$ cat src/rtl/cscd_pkg.sv
// shared types, constants and tables for the concentric square-to-disk mapper
// no dependencies
package cscd_pkg;

	localparam int FRAC_BITS     = 16;
	localparam int CORDIC_STAGES = 16;
	localparam int ATAN_LEN      = 24;
	localparam int NSTAGES       = (CORDIC_STAGES > ATAN_LEN) ? ATAN_LEN : CORDIC_STAGES;

	localparam int DIV_STEPS = FRAC_BITS + 1;
	localparam int QW        = FRAC_BITS + 1;
	localparam int QIW       = $clog2(QW);
	localparam int RW        = 17;
	localparam int DW        = 18;
	localparam int REMW      = FRAC_BITS + 18;
	localparam int XW        = 34;
	localparam int ZW        = 33;
	localparam int AIW       = $clog2(ATAN_LEN);

	localparam logic [29:0] PI_QUARTER = 30'd843314857;
	localparam logic [29:0] INV_GAIN   = 30'd652032874;

	localparam logic [29:0] ATAN_TAB [ATAN_LEN] = '{
		30'd843314856, 30'd497837829, 30'd263043836, 30'd133525158, 30'd67021686,
		30'd33543515, 30'd16775850, 30'd8388437, 30'd4194282, 30'd2097149,
		30'd1048575, 30'd524287, 30'd262143, 30'd131071, 30'd65535, 30'd32767,
		30'd16383, 30'd8191, 30'd4095, 30'd2047, 30'd1023, 30'd511, 30'd255, 30'd127
	};

	typedef enum logic [1:0] {
		SEC_E = 2'd0,
		SEC_N = 2'd1,
		SEC_W = 2'd2,
		SEC_S = 2'd3
	} sector_t;

	typedef struct packed {
		logic [REMW-1:0] rem;
		logic [DW-1:0]   dvs;
		logic [QW-1:0]   quo;
		logic [RW-1:0]   rad;
		sector_t         sector;
		logic            neg;
	} div_t;

	typedef struct packed {
		logic signed [XW-1:0] x;
		logic signed [XW-1:0] y;
		logic signed [ZW-1:0] z;
		sector_t              sector;
	} rot_t;

endpackage

$ cat src/rtl/cscd_div_cell.sv
// one restoring-division cell: settles one quotient bit of the sector ratio
// depends on cscd_pkg
module cscd_div_cell (
	input  logic                   clk,
	input  logic                   arst_n,
	input  logic [cscd_pkg::QIW-1:0] idx,
	input  logic                   valid_up,
	input  cscd_pkg::div_t         data_up,
	output logic                   ready_up,
	output logic                   valid_dn,
	output cscd_pkg::div_t         data_dn,
	input  logic                   ready_dn
);

	logic [cscd_pkg::REMW-1:0] sub;
	logic [cscd_pkg::REMW:0]   trial;
	cscd_pkg::div_t            nxt;

	always_comb begin
		sub   = cscd_pkg::REMW'(data_up.dvs) << idx;
		trial = {1'b0, data_up.rem} - {1'b0, sub};
		nxt   = data_up;
		if (!trial[cscd_pkg::REMW]) begin
			nxt.rem      = trial[cscd_pkg::REMW-1:0];
			nxt.quo[idx] = 1'b1;
		end
	end

	assign ready_up = !valid_dn || ready_dn;

	always_ff @(posedge clk or negedge arst_n) begin
		if (!arst_n) begin
			valid_dn <= 1'b0;
		end else if (ready_up) begin
			valid_dn <= valid_up;
		end
	end

	always_ff @(posedge clk) begin
		if (ready_up && valid_up) begin
			data_dn <= nxt;
		end
	end

endmodule

$ cat config.mk
export PLATFORM = sky130hd
export DESIGN_NAME = cscd_div_cell
export DESIGN_NICKNAME = d
export VERILOG_FILES = /design/src/rtl/cscd_pkg.sv /design/src/rtl/cscd_div_cell.sv
export SDC_FILE = /design/constraint.sdc
export NUM_CORES = 1
export LEC_CHECK = 0
export BUFFER_PORTS_ARGS = -buffer_cell sky130_fd_sc_hd__clkbuf_2
export CAP_MARGIN = 20
export CORE_MARGIN = 1
export CORE_UTILIZATION = 48
export DETAILED_ROUTE_END_ITERATION = 6
export PLACE_DENSITY = 0.78
export SETUP_SLACK_MARGIN = 0.1
export SLEW_MARGIN = 20
export SYNTH_ARGS = -nofsm -noshare
export SYNTH_HDL_FRONTEND = slang
export SYNTH_SLANG_ARGS = --single-unit
$ cat constraint.sdc
create_clock -name clk -period 2.9 [get_ports clk]
set_input_delay 0.29 -clock clk [delete_from_list [all_inputs] [get_ports clk]]
set_output_delay 0.29 -clock clk [all_outputs]
set_load 0.01 [all_outputs]
# == Yosys cells after proc, flatten, opt, wreduce, memory -nomap -nowiden ==
# Cells that the tools add are included.
# Widths: inputs -> output; s select.
# op_classes
addsub,1
n_lt_le_gt_ge,2
shifts,1
n_mux,4
bitwise_logic,1
reduce_logical,4
# op_table
cell,n
$sub 34x34->35,1
$mux 34,1
$shl 18x5->34,1
$mux 17,1
$or 17x17->17,1
$lt 5x6->1 const B,1
$demux 1 s5,1
$ge 5x1->1 const B,1
$logic_and 1x1->1,2
$logic_not 1->1,1
$logic_or 1x1->1,1
$mux 1,1
# totals
ff_bits,90
out_inout_bits,91
word_cells,20

# == Logic depth before layout (Yosys ltp) ==
# depth
depth_word,6
mapped_depth,21
mapped_depth_nobuf,18

# == Worst setup path before layout ==
# OpenSTA, ideal clock, no wires.
# synth_timing
path_type,input to register
start,input idx[0] in the netlist's numbering
end,"register data_dn[66] in the netlist's numbering, data pin"
setup_time_ns,0.260
t_arrival_ns,4.014
t_required_ns,2.640
slack_ns,-1.374
stages,18
path_buffers,4
path_cell_list,clkbuf_1 > buf_2 > mux2i_1 > mux2i_1 > mux2_2 > mux2i_1 > inv_1 > a22oi_1 > ha_1 > clkdlybuf4s15_1 > a21o_1 > a21o_1 > a21oi_1 > nor2b_1 > nand4b_1 > a31oi_4 > buf_2 > mux2_2
# synth_rtl
element,line,text
"start, declared",cscd_div_cell.sv:6,"input logic [cscd_pkg::QIW-1:0] idx,"
"end signal, assigned",cscd_div_cell.sv:41,data_dn <= nxt;
"end, declared",cscd_div_cell.sv:11,"output cscd_pkg::div_t data_dn,"

==> run metrics <==
Initial Util 49.5%; DR vias 6,801; RSZ-0062 raised after global routing yes; VDD IR-drop max 0.336 mV; synthesized cell area 6270 um^2; crit path time final 3620 ps; clk_lat worst skew 360 ps; Max Slew Vio Count 0; cts bufs inserted 9; wire per inst 20.3 um; gpl congestion between 0.9 and 1; number of nets in the layout 1,133; skew final 5.95 ps; combinational power share 44.8%; placed cell area 8790 um^2; chip width around 120 um; FMAX roughly 280 MHz; Pint roughly 3.4 mW; CP Max Fanout 6; status finished with violations; design area between 10,000 and 15,000 um^2; Root Driver clkbuf_16; Syn Nets ~750; Setup WS pre-CTS -1220 ps; slowest stage delay, CP 360 ps; IO Count around 190; Hold Vio Cnt, Final 0; Post-synth EDFFs 89; Hold Slack 105 ps; critical path data required time 3010 ps; row count 41; DR iter-0 viols 523; asr flop ratio synth 1.11%; initial antenna violation count 0; PortBufs roughly 190; vias per inst 5.78; worst path buffer plus inverter count 5; post-synthesis sequential area ratio 43.0%; Worst-Margin Slew 529 ps; Die Ht 116 um; Commonest cells post-synth edfxtp_1, nand2_1, o21ai_0; layout cell share with drive strength beyond 1 61.1%; Synth area leader edfxtp_1; Multi-input gate area roughly 4300 um^2; worst hold stages 1; Max Cap Viol 0; failing checks setup timing; static leakage 4.66 nW; Max-slew headroom 64.5%; Total Power 5.19 mW; number of diodes 0; vias in the first global route 6,460; drt pass-1 iters 5; most frequent cell after synthesis edfxtp_1; Bufs on Longest Clock Path 2; CTS clk-pin slew, worst paths 70 ps; WP depth 20; Placeable Area 12,700 um^2; synth top area cells edfxtp_1, ha_1, nand2_1, o21ai_0, a21o_1; Mapped Cells ~620; area share of the leading cell type in the synthesized netlist a little over two fifths; GRT Total Usage 32.0%; slowest cell on the critical path mux2_2; Post-DP HPWL between 15 and 20 mm; WL final 23.9 mm; CTS tree built; Setup crit end kind flip-flop; clk sinks 90; cells on worst reg2reg path 3; Setup CP Type input pin to flip-flop; Critical Path, Cell by Cell clkbuf_16, clkbuf_16, mux2_2, nor2_2, a21oi_2, mux2_4, nor2_2, a21oi_2, nand2_2, ha_4, buf_4, a211oi_4, o22ai_2, nand2_1, a311o_1, nand4b_1, a31oi_4, buf_12, buf_12, mux2_4; synth unique cells between 80 and 90; clock share of power 24.0%; Sw Share 34.0%; Hold Crit Class input pin to flip-flop; H-tree levels 3; area of the die between 10,000 and 15,000 um^2; synth warn 0; Overflow after GRT 0; Setup crit start kind input pin; endpoints failing setup 51; FF+latch count, synth 90; Cell Pwr Density 494 nW/um^2; R2R Setup Slk 1180 ps; ANT nets after route 0; switching pwr between 1.5 and 2 mW; Final period util 125%; delay-heaviest family, CP compound AO/OA/AOI/OAI gates; pin count of the biggest net entering global routing between 50 and 60; setup_tns -31,110 ps; Primary FF master, synth edfxtp_1; Setup WS post-layout -716 ps; first-pass GRT wire length 32.5 mm; Mean Syn Cell Area 10.1 um^2; Synth-to-Final Area Change 67.3%; DRC Markers 0; sequential power share 31.2%; FILL cells approximately 730; CP arrival ~3700 ps; flip-flop and latch area ~2700 um^2
[what timing repair did]
action	CTS	global route
pin swaps	36	54
resized for setup	91	145
cloned	2	4
hold buffers	1	0
setup endpoints to repair	51	51
hold endpoints to repair	1	0
setup buffers	20	15
[logic make-up (layout without fill, tap and decap cells)]
kind of cell	Yosys count	in the layout	share of synthesized area [%]
simple gates	172	172	13.1
flops	90	90	43.0
fa+ha+maj	35	35	7.10
xor+xnor	27	27	3.77
buf+inv	50	437	3.87
compound gates	203	203	22.1
mux	41	41	7.02
[flip-flops by register name (all words and copies together) (netlist names)]
register	cells
data_dn	89
valid_dn	1
[routing by layer]
layer,track usage (%),up-vias,routed length [um]
li1,-,3097,-
met1,38.4,3261,9340
met2,56.2,352,11900
met3,4.51,91,1550
met4,15.8,0,1090
met5,0,-,0
[placed cells by master (no fill, tap or decap), types with 8 or more instances in the layout]
master     count
a21o_1        37
a21oi_1       26
a21oi_2       12
buf_12         8
buf_4        187
buf_6          8
buf_8         10
clkbuf_16     13
clkbuf_2     186
edfxtp_1      89
ha_1          23
ha_4          11
inv_1         10
mux2_4        11
mux2i_1       12
nand2_1       48
nand2_2       29
nor2_1        25
o21ai_0       15
o21ai_1       16
o21ai_2       26
xnor2_1       15
xor2_1         8
[power by group through the flow]
stage,clock (mW),sequential [mW],combinational (mW)
after floorplan,0,1.70,0.943
after global placement,0,1.64,1.70
after detailed placement,0,1.64,1.73
after CTS,1.25,1.61,1.97
after global routing,1.29,1.63,2.46
final,1.25,1.62,2.33
[through the flow]
stage	std cells	util, %
after floorplan	618	-
after global placement	1125	69.3
after detailed placement	1125	69.3
after CTS	1164	77.2
after global routing	1177	82.8
final	1177	82.8
[final timing paths]
check,start,endpoint
max in group asynchronous,arst_n,valid_dn$_DFFE_PN0N_
min in group asynchronous,arst_n,valid_dn$_DFFE_PN0N_
worst max register to register,valid_dn$_DFFE_PN0N_,data_dn[23]$_DFFE_PP_
worst min register to register,valid_dn$_DFFE_PN0N_,valid_dn$_DFFE_PN0N_
worst min-delay path,data_up[17],data_dn[17]$_DFFE_PP_
worst max-delay path,idx[0],data_dn[56]$_DFFE_PP_
[cell type report]
cell class | instances | area share [%]
sequential | 90 | 25.7
clock inverter | 7 | 0.811
tap | 172 | 2.05
timing repair buffer | 406 | 27.5
clock buffer | 9 | 2.15
multi-input combinational | 478 | 41.3
inverter | 15 | 0.537
No activity file was read; power rests on OpenSTA's default activity.
